===== src/uvsig_pkg.sv =====
`default_nettype none

package uvsig_pkg;

  // Sequence phase codes
  localparam logic [1:0] PhTop    = 2'd0;
  localparam logic [1:0] PhInner  = 2'd1;
  localparam logic [1:0] PhBottom = 2'd2;

  // Configuration register indexes
  localparam logic [7:0] CfgSliceCount = 8'd0;
  localparam logic [7:0] CfgStackCount = 8'd1;

  // Reset values of the configuration registers
  localparam logic [7:0] SliceCountRst = 8'd20;
  localparam logic [7:0] StackCountRst = 8'd20;

  // Effective mesh dimensions after clamping
  typedef struct packed {
    logic [7:0] slices;
    logic [7:0] stacks;
  } dims_t;

  // One emitted triangle
  typedef struct packed {
    logic [15:0] first_index;
    logic [15:0] second_index;
    logic [15:0] third_index;
    logic        last_of_mesh;
  } tri_t;

endpackage

`default_nettype wire


===== src/uvsig_cfg.sv =====
`default_nettype none

module uvsig_cfg import uvsig_pkg::*; #(
  parameter int MAX_SLICES = 255,
  parameter int MAX_STACKS = 255
) (
  input  wire logic       clk_i,
  input  wire logic       rst_ni,
  input  wire logic       cfg_valid_i,
  input  wire logic [7:0] cfg_index_i,
  input  wire logic [7:0] cfg_data_i,
  output dims_t           dims_o
);

  // Upper clamps, limited to what an 8-bit register can hold
  localparam logic [7:0] SliceCap = 8'((MAX_SLICES > 255) ? 255 : MAX_SLICES);
  localparam logic [7:0] StackCap = 8'((MAX_STACKS > 255) ? 255 : MAX_STACKS);

  logic [7:0] slice_count_q, slice_count_d;
  logic [7:0] stack_count_q, stack_count_d;

  // Register write decode
  always_comb begin
    slice_count_d = slice_count_q;
    stack_count_d = stack_count_q;
    if (cfg_valid_i) begin
      unique case (cfg_index_i)
        CfgSliceCount: slice_count_d = cfg_data_i;
        CfgStackCount: stack_count_d = cfg_data_i;
        default: ;
      endcase
    end
  end

  always_ff @(posedge clk_i or negedge rst_ni) begin
    if (!rst_ni) begin
      slice_count_q <= SliceCountRst;
      stack_count_q <= StackCountRst;
    end else begin
      slice_count_q <= slice_count_d;
      stack_count_q <= stack_count_d;
    end
  end

  // Clamp to the legal range
  always_comb begin
    dims_o.slices = slice_count_q;
    if (slice_count_q < 8'd3) dims_o.slices = 8'd3;
    else if (slice_count_q > SliceCap) dims_o.slices = SliceCap;
    dims_o.stacks = stack_count_q;
    if (stack_count_q < 8'd2) dims_o.stacks = 8'd2;
    else if (stack_count_q > StackCap) dims_o.stacks = StackCap;
  end

endmodule

`default_nettype wire


===== src/uvsig_seq.sv =====
`default_nettype none

module uvsig_seq import uvsig_pkg::*; (
  input  wire logic  clk_i,
  input  wire logic  rst_ni,
  input  wire logic  accept_i,
  input  wire logic  restart_i,
  input  wire dims_t dims_i,
  output tri_t       tri_o
);

  logic [1:0]  phase_q, phase_d;
  logic [7:0]  ring_q, ring_d;
  logic [7:0]  slice_q, slice_d;
  logic        half_q, half_d;
  logic [15:0] base_q, base_d;

  // State seen by this word, after an optional restart
  logic [1:0]  phase_c;
  logic [7:0]  ring_c;
  logic [7:0]  slice_c;
  logic        half_c;
  logic [15:0] base_c;

  logic [15:0] ring_verts;
  logic [7:0]  slice_inc;
  logic        slice_end;
  logic [7:0]  ring_inc;
  logic [15:0] idx_a;
  logic [15:0] idx_b;
  logic [16:0] pole_prod;
  logic [15:0] pole;
  logic [15:0] bot_base;

  always_comb begin
    phase_c = restart_i ? PhTop : phase_q;
    ring_c  = restart_i ? 8'd0  : ring_q;
    slice_c = restart_i ? 8'd0  : slice_q;
    half_c  = restart_i ? 1'b0  : half_q;
    base_c  = restart_i ? 16'd1 : base_q;
  end

  // Shared arithmetic
  assign ring_verts = {8'd0, dims_i.slices} + 16'd1;
  assign slice_inc  = slice_c + 8'd1;
  assign slice_end  = slice_inc >= dims_i.slices;
  assign ring_inc   = ring_c + 8'd1;
  assign idx_a      = base_c + {8'd0, slice_c};
  assign idx_b      = idx_a + ring_verts;
  // bottom pole: (T-1)(S+1)+1
  assign pole_prod  = {9'd0, dims_i.stacks - 8'd1} * {8'd0, ring_verts[8:0]};
  assign pole       = pole_prod[15:0] + 16'd1;
  assign bot_base   = pole - ring_verts;

  // Triangle selection and next state
  always_comb begin
    phase_d = phase_c;
    ring_d  = ring_c;
    slice_d = slice_c;
    half_d  = half_c;
    base_d  = base_c;
    tri_o.last_of_mesh = 1'b0;
    unique case (phase_c)
      PhInner: begin
        if (!half_c) begin
          tri_o.first_index  = idx_a;
          tri_o.second_index = idx_a + 16'd1;
          tri_o.third_index  = idx_b;
          half_d = 1'b1;
        end else begin
          tri_o.first_index  = idx_b;
          tri_o.second_index = idx_a + 16'd1;
          tri_o.third_index  = idx_b + 16'd1;
          half_d  = 1'b0;
          slice_d = slice_inc;
          if (slice_end) begin
            slice_d = 8'd0;
            ring_d  = ring_inc;
            base_d  = base_c + ring_verts;
            if (ring_inc >= dims_i.stacks - 8'd2) phase_d = PhBottom;
          end
        end
      end
      PhBottom: begin
        tri_o.first_index  = pole;
        tri_o.second_index = bot_base + {8'd0, slice_c};
        tri_o.third_index  = bot_base + {8'd0, slice_c} + 16'd1;
        slice_d = slice_inc;
        if (slice_end) begin
          tri_o.last_of_mesh = 1'b1;
          phase_d = PhTop;
          ring_d  = 8'd0;
          slice_d = 8'd0;
          half_d  = 1'b0;
          base_d  = 16'd1;
        end
      end
      default: begin
        // top cap fan round the north pole
        tri_o.first_index  = 16'd0;
        tri_o.second_index = {8'd0, slice_c} + 16'd2;
        tri_o.third_index  = {8'd0, slice_c} + 16'd1;
        slice_d = slice_inc;
        if (slice_end) begin
          slice_d = 8'd0;
          half_d  = 1'b0;
          ring_d  = 8'd0;
          base_d  = 16'd1;
          phase_d = (dims_i.stacks > 8'd2) ? PhInner : PhBottom;
        end
      end
    endcase
  end

  always_ff @(posedge clk_i or negedge rst_ni) begin
    if (!rst_ni) begin
      phase_q <= PhTop;
      ring_q  <= 8'd0;
      slice_q <= 8'd0;
      half_q  <= 1'b0;
      base_q  <= 16'd1;
    end else if (accept_i) begin
      phase_q <= phase_d;
      ring_q  <= ring_d;
      slice_q <= slice_d;
      half_q  <= half_d;
      base_q  <= base_d;
    end
  end

endmodule

`default_nettype wire


===== src/uv_sphere_index_generator_core.sv =====
// A triangle word is registered and appears on the output in the cycle after its request is accepted.
// Throughput: one request per cycle; the output register frees as it is read, so
// requests keep flowing while out_ready_i stays high.
// Reset (rst_ni low, asynchronous): counts return to 20 slices and 20 stacks, the
// sequence returns to the first top-cap triangle and the output register empties.
`default_nettype none

module uv_sphere_index_generator_core import uvsig_pkg::*; #(
  parameter int MAX_SLICES = 255,
  parameter int MAX_STACKS = 255
) (
  input  wire logic        clk_i,
  input  wire logic        rst_ni,
  // configuration write channel
  input  wire logic        cfg_valid_i,
  output logic             cfg_ready_o,
  input  wire logic [7:0]  cfg_index_i,
  input  wire logic [7:0]  cfg_data_i,
  // request channel
  input  wire logic        in_valid_i,
  output logic             in_ready_o,
  input  wire logic        restart_i,
  // triangle channel
  output logic             out_valid_o,
  input  wire logic        out_ready_i,
  output logic [15:0]      first_index_o,
  output logic [15:0]      second_index_o,
  output logic [15:0]      third_index_o,
  output logic             last_of_mesh_o
);

  dims_t dims;
  tri_t  tri_c;
  tri_t  out_q;
  logic  out_valid_q;
  logic  accept;

  assign cfg_ready_o = 1'b1;

  uvsig_cfg #(
    .MAX_SLICES (MAX_SLICES),
    .MAX_STACKS (MAX_STACKS)
  ) u_cfg (
    .clk_i       (clk_i),
    .rst_ni      (rst_ni),
    .cfg_valid_i (cfg_valid_i),
    .cfg_index_i (cfg_index_i),
    .cfg_data_i  (cfg_data_i),
    .dims_o      (dims)
  );

  // Accept whenever the output register is free or being drained
  assign in_ready_o = !out_valid_q || out_ready_i;
  assign accept     = in_valid_i && in_ready_o;

  uvsig_seq u_seq (
    .clk_i     (clk_i),
    .rst_ni    (rst_ni),
    .accept_i  (accept),
    .restart_i (restart_i),
    .dims_i    (dims),
    .tri_o     (tri_c)
  );

  // Output word register
  always_ff @(posedge clk_i or negedge rst_ni) begin
    if (!rst_ni) begin
      out_valid_q <= 1'b0;
    end else if (accept) begin
      out_valid_q <= 1'b1;
    end else if (out_ready_i) begin
      out_valid_q <= 1'b0;
    end
  end

  always_ff @(posedge clk_i) begin
    if (accept) begin
      out_q <= tri_c;
    end
  end

  assign out_valid_o    = out_valid_q;
  assign first_index_o  = out_q.first_index;
  assign second_index_o = out_q.second_index;
  assign third_index_o  = out_q.third_index;
  assign last_of_mesh_o = out_q.last_of_mesh;

endmodule

`default_nettype wire


===== config.mk =====
export PLATFORM = sky130hd
export DESIGN_NAME = uv_sphere_index_generator_core
export DESIGN_NICKNAME = d
export VERILOG_FILES = /design/src/uvsig_pkg.sv /design/src/uvsig_cfg.sv /design/src/uvsig_seq.sv /design/src/uv_sphere_index_generator_core.sv
export SDC_FILE = /design/constraint.sdc
export NUM_CORES = 1
export LEC_CHECK = 0
export ABC_AREA = 1
export BUFFER_PORTS_ARGS = -buffer_cell sky130_fd_sc_hd__buf_4
export CORE_MARGIN = 4
export CORE_UTILIZATION = 64
export CTS_CLUSTER_SIZE = 30
export DETAILED_ROUTE_END_ITERATION = 8
export HOLD_SLACK_MARGIN = 0.03
export PLACE_DENSITY = 0.83
export SLEW_MARGIN = 20
export SYNTH_ARGS = -nofsm -noshare
export SYNTH_HDL_FRONTEND = slang
export SYNTH_SLANG_ARGS = --single-unit

===== constraint.sdc =====
create_clock -name clk_i -period 10.6 [get_ports clk_i]
set_input_delay 1.06 -clock clk_i [delete_from_list [all_inputs] [get_ports clk_i]]
set_output_delay 1.06 -clock clk_i [all_outputs]
set_load 0.01 [all_outputs]

# ---- After elaboration in Yosys (flattened, before gate mapping)
# Cells that the tools add are included.
# W data, S select, Z words.
dict set report op_classes {
  n_addsub 16
  n_mul 1
  magnitude_cmp 7
  n_eq_ne 3
  mux 35
  n_reduce_logical 7
}
# operator count
set op_table {}
lappend op_table {{$mux W8} 13}
lappend op_table {{$pmux W48 S2} 1}
lappend op_table {{$mux W16} 5}
lappend op_table {{$add A16 B1 Y16 const B} 4}
lappend op_table {{$mux W48} 1}
lappend op_table {{$add A16 B16 Y16} 2}
lappend op_table {{$add A16 B8 Y16} 2}
lappend op_table {{$add A8 B1 Y9 const B} 2}
lappend op_table {{$add A8 B1 Y8 const B} 2}
lappend op_table {{$ge A8 B8 Y1} 2}
lappend op_table {{$gt A8 B8 Y1 const B} 2}
lappend op_table {{$lt A8 B2 Y1 const B} 2}
lappend op_table {{$mul A8 B9 Y16} 1}
lappend op_table {{$sub A16 B16 Y16} 1}
lappend op_table {{$mux W2} 7}
lappend op_table {{$add A8 B2 Y9 const B} 1}
lappend op_table {{$eq A8 B1 Y1 const B} 1}
lappend op_table {{$gt A8 B2 Y1 const B} 1}
lappend op_table {{$logic_not A8 Y1} 1}
lappend op_table {{$sub A8 B1 Y8 const B} 1}
lappend op_table {{$sub A8 B2 Y8 const B} 1}
lappend op_table {{$mux W1} 7}
lappend op_table {{$pmux W2 S2} 1}
lappend op_table {{$reduce_and A2 Y1} 2}
lappend op_table {{other kinds (6)} 6}
dict set report totals {
  regBits 101
  inputBits 22
  out_inout_bits 52
  wordCells 81
}

# ---- Depth between registers and ports, before layout
# Gate-level depths: netlist (run 1).
dict set report logic_depth {
  ltp_word 10
  ltp_mapped 48
}

# ---- Modules after synthesis
# Synthesis (run 1) repeated with hierarchy kept, for this count alone.
dict set report hier_totals {
  hier_cells 1854
  hier_area_um2 12583.3
}
# mod n_inst cells_each area_each_um2 seq_area_each_um2
set by_module_without_submodules {}
lappend by_module_without_submodules {uvsig_seq 1 1686 10159.7 877.1}
lappend by_module_without_submodules {uv_sphere_index_generator_core 1 57 1527.7 1496.4}
lappend by_module_without_submodules {uvsig_cfg 1 111 895.9 405.4}

# ---- Worst setup path before layout (run 1)
# No wires, ideal clock.
dict set report synth_path {
  kind {register to register}
  from {register u_cfg.slice_count_q[4]}
  to {register out_q (netlist bit third_index_o[15]), data pin}
  setup_time_ns 0.270
  arrival_ns 7.086
  slack_ns 3.244
  stages_incl_launch_ff 38
  path_buffers 0
  path_cell_list {dfstp_2 inv_1 nand4_1 inv_1 nand4_1 inv_1 nor2_1 clkinv_1 ha_1 inv_1 nor2_1 fa_1 fa_1 inv_1 fa_1 fa_1 inv_1 ha_1 (+2 left out) o21bai_1 nor2_1 xor2_1 fa_1 inv_1 ha_1 a21oi_1 nor2_1 nor2_1 nand3_1 xor2_1 nand4_1 nor2_1 nand3_1 nor2_1 nand2_1 nand3_1 a21oi_1}
}
# element line
set synth_lines {}
lappend synth_lines {{start: declaration} uvsig_cfg.sv:19} ;# logic [7:0] slice_count_q, slice_count_d;
lappend synth_lines {{start signal: assignment} uvsig_cfg.sv:37} ;# slice_count_q <= SliceCountRst;
lappend synth_lines {{start signal: assignment} uvsig_cfg.sv:40} ;# slice_count_q <= slice_count_d;
lappend synth_lines {{end signal: assignment} uv_sphere_index_generator_core.sv:78} ;# out_q <= tri_c;
lappend synth_lines {{end: declaration} uv_sphere_index_generator_core.sv:34} ;# tri_t out_q;

==> results.txt, run 1 <==
----------------------------------------------------
[Run status]
  Run status ... complete, no violations

[Timing]
  Relative slew slack ... 28.5%
  Setup TNS after final layout ... 0 ns
  Number of max-slew violations in the final report ... 0
  Setup repair after global routing missed its margin ... no
  Final clock skew ... 0.0199 ns
  Hold violation count in the final report ... 0
  Transition time of the tightest slew-check pin ... 1.07 ns
  Setup violations, final ... 0
  Post-route clock period utilization ... 82.1%
  Min Tclk post-route ... 8.70 ns
  Fmax ... 115 MHz
  Least setup slack across all paths after layout ... 1.90 ns

[Die]
  Die outline height ... 147 um
  Full die area ... 21700 um^2
  Initial standard-cell utilization of the core ... 65.7%
  Die extent in x ... 147 um
  Core region area ... 18900 um^2
  Io pins ... 74
  Row count ... 50

[Critical path]
  Biggest cell delay along the critical path ... 0.57 ns
  Reg-to-reg slack, setup ... 1.90 ns
  Cell depth of the worst flop-to-flop path ... 38
  CP Buf/Inv Count ... 8
  Critical register-to-register path startpoint ... u_cfg.slice_count_q[4]
  Levels on crit path ... 38
  Maximum fanout encountered on the critical timing path ... 9
  End of the critical path ... third_index_o[15]
  Critical path startpoint ... u_cfg.slice_count_q[4]
  Largest delay share family, worst path ... adder cells
  Category of the worst setup path launch point ... flip-flop
  Crit path kind ... reg2reg
  Endpoint of the worst-slack reg-to-reg timing path ... third_index_o[15]
  Crit path capture type ... flip-flop
  Worst EP arrival ... 8.80 ns
  Worst endpoint required time ... 10.70 ns
  Slowest cell on the critical path ... xor2_1

[Synth]
  Fraction of the yosys area taken by sequential cells ... 22.4%
  Syn Std Cell Area ... 12400 um^2
  Warning count from the yosys run ... 0
  Syn_nets ... 2013
  FFs w/ async S/R, synth ... 51.5%
  Count of flip-flops with a built-in enable after synthesis ... 49
  Mean area per synthesized cell ... 6.78 um^2
  #FFs+latches synth ... 101
  Number of unique standard cell types used by synthesis ... 58
  Count of mapped cells out of synthesis ... 1831
  Top FF cell, synth ... edfxtp_1

[Detailed routing]
  Detail-routed net length per standard cell ... 17.3 um
  Total vias in the final route ... 12500
  Count of routing violations after the opening detailed-route iteration ... 1094
  Final WL ... 37200 um
  Residual DRC count ... 0
  First-pass DRT Iterations ... 6
  Mean number of vias per cell ... 5.80
  Routed Antenna Nets ... 0

[Placement]
  Worst setup slack before clock tree synthesis ... 2.08 ns
  Estimated wirelength of the detail-placed design ... 29700 um
  Cells after DPL ... 2137
  Final weighted congestion of routability-driven global placement ... 0.976
  IO buf count ... 72

[Cells and area]
  Most common cell after layout, fill and taps aside ... nand2_1
  FF+latch area ... 2780 um^2
  Final net count ... 2070
  Most frequent cells in the layout ... nand2_1, inv_1, nor2_1
  Number of standard cells in the layout, taps in and fillers out ... 2153
  Footprint of the multi-input gates ... 8160 um^2
  Number of filler instances in the final layout ... 1686
  Area growth from synthesis to final layout ... 8.92%
  Number of diodes added for antenna fixing ... 0
  Fraction of final layout cells with drive strength greater than 1 ... 8.82%

[GRT]
  Pin count of the biggest net entering global routing ... 81
  Global-route wire length before repair ... 59800 um
  Vias in the first global route ... 11900
  Total global-route track usage ... 34.4%
  Number of antenna violations at the first check in global routing ... 0
  Final global-route overflow total ... 0

[CTS]
  Count of hold buffers inserted by post-cts repair ... 0
  Level count of the clock H-tree ... 3
  Inserted Clock Buffers ... 9
  # clock sinks ... 101
  Number of buffers on the longest clock path ... 2
  CTS tree ... built
  Number of gates resized after CTS ... 0
  Setup Fix Bufs, Post-CTS ... 0
  Clk slew on worst S/H paths ... 0.10 ns
  Clock latency on the worst-skew pair ... 0.38 ns
  Clock root cell ... clkbuf_16

[Pwr]
  Power Total ... 3410 uW
  Static Leakage ... 0.00687 uW
  Fraction of power spent switching nets ... 56.7%
  Power dissipated by switching net loads ... 1930 uW
  Power density over the cells ... 252 nW/um^2
  Part of the power in registers ... 15.3%
  Total internal power ... 1480 uW
  Logic pwr share ... 73.8%
  Clock network power share ... 10.9%
  Maximum ir drop on the vdd rail ... 0.212 mV

[Min path]
  Worst hold-check path type ... reg2reg

[Job]
  Maxcap violations ... 0

----------------------------------------------------
Yosys cell counts, types with 3 or more instances:
cell type,instances,share of area [%]
nand3b_1,9,0.54
nand3_2,6,0.48
o22ai_1,12,0.60
xor2_1,36,2.5
o32ai_1,3,0.21
buf_1,4,0.12
nor2_2,12,0.60
a22oi_1,5,0.30
nand4_1,35,1.8
nor2_4,7,0.63
dfstp_2,5,1.1
nand2_2,17,0.86
nor2_1,171,5.2
a21oi_1,100,4.0
nand2_1,445,13
a221oi_1,10,0.71
o21ai_1,7,0.28
xnor2_1,5,0.35
clkbuf_1,28,0.85
dfrtp_1,47,9.5
o211ai_1,10,0.60
xor2_2,3,0.39
inv_2,4,0.12
o21ai_0,102,4.1
nand2_4,3,0.27
fa_1,52,8.4
o21bai_1,6,0.36
inv_1,352,11
a31oi_1,19,0.96
ha_1,108,11
nand3_1,115,4.6
edfxtp_1,49,12
nor3_1,13,0.52
area by class of cell:
| class | count | share of cell area [%] |
|---|---|---|
| flip-flops and latches | 101 | 20.5 |
| clock buffers | 9 | 1.66 |
| repair buffers | 81 | 4.49 |
| inverters | 358 | 9.93 |
| clock inverters | 7 | 0.694 |
| well taps | 260 | 2.40 |
| multi-input cells | 1337 | 60.3 |
power by group through the flow:
stage	logic (uW)	registers (uW)	clock network, uW
finish	2520	521	373
global route	2830	527	390
CTS	2460	521	374
detailed placement	2440	529	0
global placement	2400	527	0
floorplan	1800	543	0
registers in the layout (all words and copies together) (netlist names), 2 cells and up:
register,count
first_index_o,16
second_index_o,16
third_index_o,16
u_cfg.slice_count_q,8
u_cfg.stack_count_q,8
u_seq.base_q,16
u_seq.phase_q,2
u_seq.ring_q,8
u_seq.slice_q,8
per-layer routing:
metal  global-route usage [%]  wire [um]  vias to the layer above  share of wire (%)
met5                     1.14          0                        -                  0
met4                     13.9       1550                        0                4.2
met3                     5.77       3160                      102                8.5
met2                     55.1      16600                      610                 45
met1                     46.5      15800                     5747                 43
li1                         -          -                     6026                  -
worst min path at each step:
stage | start | endpoint | slack [ns] | depth (start not counted)
global placement | u_seq.base_q[15] | u_seq.base_q[15] | 0.46 | 2
finish | u_seq.base_q[14] | u_seq.base_q[14] | 0.50 | 2
detailed placement | u_seq.base_q[14] | u_seq.base_q[14] | 0.48 | 2
floorplan | u_seq.base_q[14] | u_seq.base_q[14] | 0.45 | 2
CTS | u_seq.base_q[14] | u_seq.base_q[14] | 0.50 | 2
global route | u_seq.base_q[15] | u_seq.base_q[15] | 0.53 | 2
cell families (layout without fill, tap and decap cells):
kind of cell | after synthesis | count (layout) | synth area share, %
flops | 101 | 101 | 22.4
compound gates | 286 | 286 | 13.0
simple gates | 846 | 846 | 30.1
buf+inv | 393 | 455 | 12.0
fa+ha+maj | 160 | 160 | 19.3
other cells | 1 | 1 | 0.0302
xor+xnor | 44 | 44 | 3.28
through the flow:
stage	util, %	cell area (um^2)	hold slack [ns]
after floorplan	-	12400	0.449
final	71.6	13500	0.500
after global routing	71.6	13500	0.529
after CTS	71.6	13500	0.498
after global placement	69.9	13200	0.464
after detailed placement	69.9	13200	0.476
worst register-to-register path: cells and delay by family, from the launching register on:
family / cells / cell delay [ns]
xor+xnor: 3 / 1.13
compound gates: 3 / 0.48
flops: 1 / 0.56
simple gates: 16 / 2.06
fa+ha+maj: 8 / 3.16
buf+inv: 8 / 1.01
Note: power is estimated with default switching activity, not from simulation.
==> run 2, diff against run 1 <==
--- a/config.mk
+++ b/config.mk
@@ -8,11 +8,11 @@
 export ABC_AREA = 1
 export BUFFER_PORTS_ARGS = -buffer_cell sky130_fd_sc_hd__buf_4
 export CORE_MARGIN = 4
-export CORE_UTILIZATION = 64
+export CORE_UTILIZATION = 57
 export CTS_CLUSTER_SIZE = 30
 export DETAILED_ROUTE_END_ITERATION = 8
 export HOLD_SLACK_MARGIN = 0.03
-export PLACE_DENSITY = 0.83
+export PLACE_DENSITY = 0.78
 export SLEW_MARGIN = 20
 export SYNTH_ARGS = -nofsm -noshare
 export SYNTH_HDL_FRONTEND = slang
==> constraint.sdc (replaced) <==
create_clock -name clk_i -period 7.7 [get_ports clk_i]
set_input_delay 0.77 -clock clk_i [delete_from_list [all_inputs] [get_ports clk_i]]
set_output_delay 0.77 -clock clk_i [all_outputs]
set_load 0.01 [all_outputs]
==> results.txt, run 2 (synthesized netlist as in run 1, its figures left out) <==
----------------------------------------------------
[Pwr]
  Power Total ... 5120 uW (was 3410 uW)
  Static Leakage ... 0.00708 uW (was 0.00687 uW)
  Power density over the cells ... 361 nW/um^2 (was 252 nW/um^2)
  Maximum ir drop on the vdd rail ... 0.323 mV (was 0.212 mV)

[CTS]
  # clock sinks ... 101 (unchanged)
  Clk slew on worst S/H paths ... 0.08 ns (was 0.10 ns)
  Inserted Clock Buffers ... 9 (unchanged)
  Clock root cell ... clkbuf_16 (unchanged)
  Level count of the clock H-tree ... 3 (unchanged)
  Number of buffers on the longest clock path ... 2 (unchanged)
  Count of hold buffers inserted by post-cts repair ... 0 (unchanged)
  CTS tree ... built (unchanged)
  Clock latency on the worst-skew pair ... 0.37 ns (was 0.38 ns)

[Job]
  Maxcap violations ... 0 (unchanged)

[Cells and area]
  Number of standard cells in the layout, taps in and fillers out ... 2207 (was 2153)
  Most frequent cells in the layout ... nand2_1, inv_1, nor2_1 (unchanged)
  Final net count ... 2108 (was 2070)
  Final design area excluding fillers ... 14200 um^2 (was 13500 um^2)
  Most common cell after layout, fill and taps aside ... nand2_1 (unchanged)
  Fraction of final layout cells with drive strength greater than 1 ... 14.7% (was 8.82%)
  Area growth from synthesis to final layout ... 14.1% (was 8.92%)
  Number of filler instances in the final layout ... 1920 (was 1686)

[GRT]
  Number of antenna violations at the first check in global routing ... 1 (was 0)
  Pin count of the biggest net entering global routing ... 62 (was 81)
  Final global-route overflow total ... 0 (unchanged)
  Total global-route track usage ... 30.7% (was 34.4%)
  Global-route wire length before repair ... 59400 um (was 59800 um)
  Vias in the first global route ... 11600 (was 11900)

[Critical path]
  Worst endpoint required time ... 7.80 ns (was 10.70 ns)
  Worst EP arrival ... 7.48 ns (was 8.80 ns)
  CP Buf/Inv Count ... 6 (was 8)
  Crit path capture type ... flip-flop (unchanged)
  Slowest cell on the critical path ... fa_1 (was xor2_1)
  Maximum fanout encountered on the critical timing path ... 5 (was 9)
  Largest delay share family, worst path ... adder cells (unchanged)
  Library cell appearing most often on the critical path ... nand2_1
  Category of the worst setup path launch point ... flip-flop (unchanged)
  Biggest cell delay along the critical path ... 0.57 ns (about the same)
  Crit path kind ... reg2reg (unchanged)

[Timing]
  Hold slack final ... 0.428 ns (was 0.500 ns)
  Hold violation count in the final report ... 0 (unchanged)
  Min Tclk post-route ... 7.39 ns (was 8.70 ns)
  Fmax ... 135 MHz (was 115 MHz)
  Relative slew slack ... 29.7% (was 28.5%)
  Setup violations, final ... 0 (unchanged)
  Number of max-slew violations in the final report ... 0 (unchanged)
  Post-route clock period utilization ... 95.9% (was 82.1%)
  Final clock skew ... 0.0142 ns (was 0.0199 ns)
  Setup TNS after final layout ... 0 ns (unchanged)
  Transition time of the tightest slew-check pin ... 1.05 ns (was 1.07 ns)

[Detailed routing]
  Routed Antenna Nets ... 0 (unchanged)
  Mean number of vias per cell ... 5.62 (was 5.80)
  Count of routing violations after the opening detailed-route iteration ... 1055 (was 1094)
  Detail-routed net length per standard cell ... 16.9 um (was 17.3 um)
  Residual DRC count ... 0 (unchanged)
  Total vias in the final route ... 12400 (was 12500)
  First-pass DRT Iterations ... 6 (unchanged)
  Final WL ... 37300 um (was 37200 um)

[Placement]
  Cells after DPL ... 2181 (was 2137)
  Final weighted congestion of routability-driven global placement ... 0.979 (was 0.976)
  Estimated wirelength of the detail-placed design ... 29600 um (was 29700 um)
  IO buf count ... 72 (unchanged)
  Area of placed instances ... 13400 um^2 (was 13200 um^2)

[Die]
  Initial standard-cell utilization of the core ... 58.5% (was 65.7%)
  Io pins ... 74 (unchanged)
  Row count ... 53 (was 50)
  Die outline height ... 156 um (was 147 um)
  Die extent in x ... 156 um (was 147 um)
  Full die area ... 24200 um^2 (was 21700 um^2)
  Core region area ... 21200 um^2 (was 18900 um^2)

[Min path]
  Worst hold-check path type ... in2async (was reg2reg)

[Run status]
  Run status ... complete, no violations (unchanged)

----------------------------------------------------
[run 2: cell types whose count changed in the layout (fill, tap and decap cells not counted), moves of 10 or more]
cell | before | now
buf_4 | 81 | 118
nand2_1 | 445 | 431
ha_1 | 108 | 95
nand2_2 | 17 | 30
inv_2 | 5 | 15
[run 2: report_power, final]
part	internal [uW]	leakage [uW]	switching, uW	total [uW]
sequential	683	0.00114	38.4	721
clock	227	0.000140	231	457
combinational	1350	0.00580	2580	3940
[run 2: area by class of cell]
class	count	area (um^2)	share of cell area, %
inverter	358	1340	9.48
antenna	1	2.50	0.0177
clock inverter	6	52.6	0.371
timing repair buffer	119	901	6.35
tap	275	344	2.43
multi-input combinational	1337	8520	60.1
clock buffer	10	229	1.62
sequential	101	2780	19.6
[run 2: final timing paths]
path / startpoint / end / slack, ns / cells past startpoint
max reg2reg: u_cfg.stack_count_q[2] / third_index_o[15] / 0.31 / 41
min in group clk_i: u_seq.base_q[14] / u_seq.base_q[14] / 0.49 / 2
max in group asynchronous: rst_ni / u_seq.slice_q[4] / 6.79 / 1
min reg2reg: u_seq.base_q[14] / u_seq.base_q[14] / 0.49 / 2
max: u_cfg.stack_count_q[2] / third_index_o[15] / 0.31 / 41
min: rst_ni / u_seq.base_q[15] / 0.43 / 1
[run 2: layer usage]
layer	wire length, um	GRT usage (%)	up-vias	share of wire (%)
met5	0	0	-	0
met4	1430	12.0	0	3.8
met3	2540	4.99	82	6.8
met2	17000	48.7	460	46
met1	16300	42.4	5762	44
li1	-	-	6101	-
[run 2: stage by stage]
step           util, %  setup WS [ns]
6_report          66.8          0.314
5_1_grt           66.8         -0.158
4_1_cts           64.8         0.0303
3_5_place_dp      63.4         -0.215
3_3_place_gp      63.4         0.0382
2_1_floorplan        -          0.344
[run 2: repair_timing]
action / 4_1_cts / 5_1_grt
buffers inserted: 0 / 9
endpoints found under the setup margin: 5 / 16
resized for setup: 4 / 89
endpoints found under the hold margin: 0 / 0
pin swaps: 0 / 17
==> run 3, diff against run 2 <==
--- a/config.mk
+++ b/config.mk
@@ -8,11 +8,10 @@
 export ABC_AREA = 1
 export BUFFER_PORTS_ARGS = -buffer_cell sky130_fd_sc_hd__buf_4
 export CORE_MARGIN = 4
-export CORE_UTILIZATION = 57
+export CORE_UTILIZATION = 45
 export CTS_CLUSTER_SIZE = 30
 export DETAILED_ROUTE_END_ITERATION = 8
 export HOLD_SLACK_MARGIN = 0.03
-export PLACE_DENSITY = 0.78
 export SLEW_MARGIN = 20
 export SYNTH_ARGS = -nofsm -noshare
 export SYNTH_HDL_FRONTEND = slang
==> results.txt, run 3 (synthesized netlist as in run 1, its figures left out) <==
----------------------------------------------------
[Pwr]
  Power density over the cells ... 359 nW/um^2 (was 361 nW/um^2)
  Power Total ... 5180 uW (was 5120 uW)
  Static Leakage ... 0.00713 uW (was 0.00708 uW)
  Maximum ir drop on the vdd rail ... 0.276 mV (was 0.323 mV)

[Cells and area]
  Most common cell after layout, fill and taps aside ... nand2_1 (unchanged)
  Final net count ... 2118 (was 2108)
  Most frequent cells in the layout ... nand2_1, inv_1, nor2_1 (unchanged)
  Fraction of final layout cells with drive strength greater than 1 ... 15.5% (was 14.7%)
  Footprint of the multi-input gates ... 8610 um^2 (was 8520 um^2)
  Final design area excluding fillers ... 14400 um^2 (was 14200 um^2)
  Area growth from synthesis to final layout ... 16.2% (was 14.1%)
  Number of filler instances in the final layout ... 2671 (was 1920)
  Number of diodes added for antenna fixing ... 0 (was 1)
  Final standard cell utilization of the core ... 53.4% (was 66.8%)
  Number of standard cells in the layout, taps in and fillers out ... 2282 (was 2207)
  FF+latch area ... 2780 um^2 (unchanged)

[Detailed routing]
  Count of routing violations after the opening detailed-route iteration ... 947 (was 1055)
  Final WL ... 38400 um (was 37300 um)
  Mean number of vias per cell ... 5.33 (was 5.62)
  Total vias in the final route ... 12200 (was 12400)
  Routed Antenna Nets ... 0 (unchanged)
  Residual DRC count ... 0 (unchanged)
  First-pass DRT Iterations ... 6 (unchanged)
  Detail-routed net length per standard cell ... 16.8 um (was 16.9 um)

[Timing]
  Least setup slack across all paths after layout ... 0.384 ns (was 0.314 ns)
  Final clock skew ... 0.0224 ns (was 0.0142 ns)
  Relative slew slack ... 49.4% (was 29.7%)
  Min Tclk post-route ... 7.32 ns (was 7.39 ns)
  Number of max-slew violations in the final report ... 0 (unchanged)
  Transition time of the tightest slew-check pin ... 0.756 ns (was 1.05 ns)
  Post-route clock period utilization ... 95.0% (was 95.9%)
  Fmax ... 137 MHz (was 135 MHz)
  Hold violation count in the final report ... 0 (unchanged)
  Setup violations, final ... 0 (unchanged)

[Critical path]
  Biggest cell delay along the critical path ... 0.55 ns (was 0.57 ns)
  Category of the worst setup path launch point ... flip-flop (unchanged)
  Worst endpoint required time ... 7.79 ns (was 7.80 ns)
  Maximum fanout encountered on the critical timing path ... 7 (was 5)
  Crit path kind ... reg2reg (unchanged)
  Crit path capture type ... flip-flop (unchanged)
  Slowest cell on the critical path ... fa_1 (unchanged)
  Worst EP arrival ... 7.41 ns (was 7.48 ns)
  Library cell appearing most often on the critical path ... nor2_2 (was nand2_1)

[Die]
  Io pins ... 74 (unchanged)
  Initial standard-cell utilization of the core ... 46.0% (was 58.5%)
  Die extent in x ... 174 um (was 156 um)
  Row count ... 60 (was 53)
  Full die area ... 30300 um^2 (was 24200 um^2)
  Die outline height ... 174 um (was 156 um)
  Core region area ... 27000 um^2 (was 21200 um^2)

[Placement]
  IO buf count ... 72 (unchanged)
  Estimated wirelength of the detail-placed design ... 30600 um (was 29600 um)
  Area of placed instances ... 13500 um^2 (was 13400 um^2)
  Cells after DPL ... 2246 (was 2181)
  Final weighted congestion of routability-driven global placement ... 0.962 (was 0.979)
  Worst setup slack before clock tree synthesis ... -0.124 ns (was -0.215 ns)

[GRT]
  Global-route wire length before repair ... 59900 um (was 59400 um)
  Final global-route overflow total ... 0 (unchanged)
  Vias in the first global route ... 11300 (was 11600)
  Number of antenna violations at the first check in global routing ... 0 (was 1)
  Total global-route track usage ... 24.5% (was 30.7%)
  Pin count of the biggest net entering global routing ... 53 (was 62)

[CTS]
  Inserted Clock Buffers ... 9 (unchanged)
  # clock sinks ... 101 (unchanged)
  CTS tree ... built (unchanged)
  Clock latency on the worst-skew pair ... 0.37 ns (about the same)
  Clock root cell ... clkbuf_16 (unchanged)
  Count of hold buffers inserted by post-cts repair ... 0 (unchanged)
  Number of buffers on the longest clock path ... 2 (unchanged)
  Level count of the clock H-tree ... 3 (unchanged)
  Clk slew on worst S/H paths ... 0.09 ns (was 0.08 ns)

[Run status]
  Run status ... complete, no violations (unchanged)

[Job]
  Maxcap violations ... 0 (unchanged)

[Min path]
  Worst hold-check path type ... in2async (unchanged)

----------------------------------------------------
==> run 3: cell types whose count changed in the layout (fill, tap and decap cells not counted), moves of 2 or more <==
| cell | previous run | this run |
|---|---|---|
| nor2_2 | 21 | 23 |
| ha_1 | 95 | 92 |
| inv_1 | 341 | 343 |
| nor2_1 | 162 | 159 |
| inv_6 | 3 | 1 |
| buf_4 | 118 | 127 |
| nand2_4 | 4 | 6 |
| ha_4 | 7 | 11 |
| inv_8 | 1 | 3 |
==> run 3: timing repair <==
item	CTS	global route
buffers inserted	1	19
pin swaps	1	31
endpoints found under the hold margin	0	0
gates resized for setup	4	97
setup endpoints to repair	3	15
==> run 3: metrics by stage <==
stage / hold slack [ns] / setup TNS (ns)
floorplan: 0.449 / 0
global placement: 0.465 / 0
detailed placement: 0.471 / -0.125
CTS: 0.475 / 0
global route: 0.487 / -0.142
finish: 0.430 / 0
==> run 3: cell type report <==
cell class	count	area share [%]
Multi-Input combinational cell	1337	59.6
Sequential cell	101	19.2
Inverter	358	9.31
Timing Repair Buffer	129	6.79
Tap cell	341	2.96
Clock buffer	9	1.56
Clock inverter	7	0.520
==> run 3: worst paths after layout <==
| check | from | end | slack (ns) | cells after the start |
|---|---|---|---|---|
| worst max-delay path | u_cfg.stack_count_q[7] | third_index_o[15] | 0.38 | 38 |
| worst min-delay path | rst_ni | u_seq.base_q[13] | 0.43 | 1 |
| worst max register to register | u_cfg.stack_count_q[7] | third_index_o[15] | 0.38 | 38 |
| worst min register to register | u_seq.base_q[14] | u_seq.base_q[14] | 0.48 | 2 |
| max in group asynchronous | rst_ni | u_cfg.slice_count_q[5] | 6.77 | 1 |
| min in group clk_i | u_seq.base_q[14] | u_seq.base_q[14] | 0.48 | 2 |
==> run 3: per-layer routing <==
layer / wire length, um / track usage, % / up-vias / part of all wire [%]
met3: 1820 / 3.18 / 64 / 4.7
li1: - / - / 6108 / -
met1: 18200 / 34.6 / 5643 / 47
met4: 1060 / 6.43 / 0 / 2.8
met2: 17400 / 39.8 / 342 / 45
met5: 0 / 0 / - / 0
==> run 3: worst max-delay path, delay by kind of cell, from the launching register on <==
family | cells | cell delay [ns]
fa+ha+maj | 8 | 3.02
simple gates | 17 | 1.83
buf+inv | 7 | 0.69
xor+xnor | 3 | 0.66
flops | 1 | 0.44
compound gates | 3 | 0.40
==> run 3: report_power, final <==
group / internal [uW] / switching (uW) / total [uW]
Combinational: 1380 / 2600 / 3980
Sequential: 683 / 36.3 / 719
Clock: 232 / 249 / 481
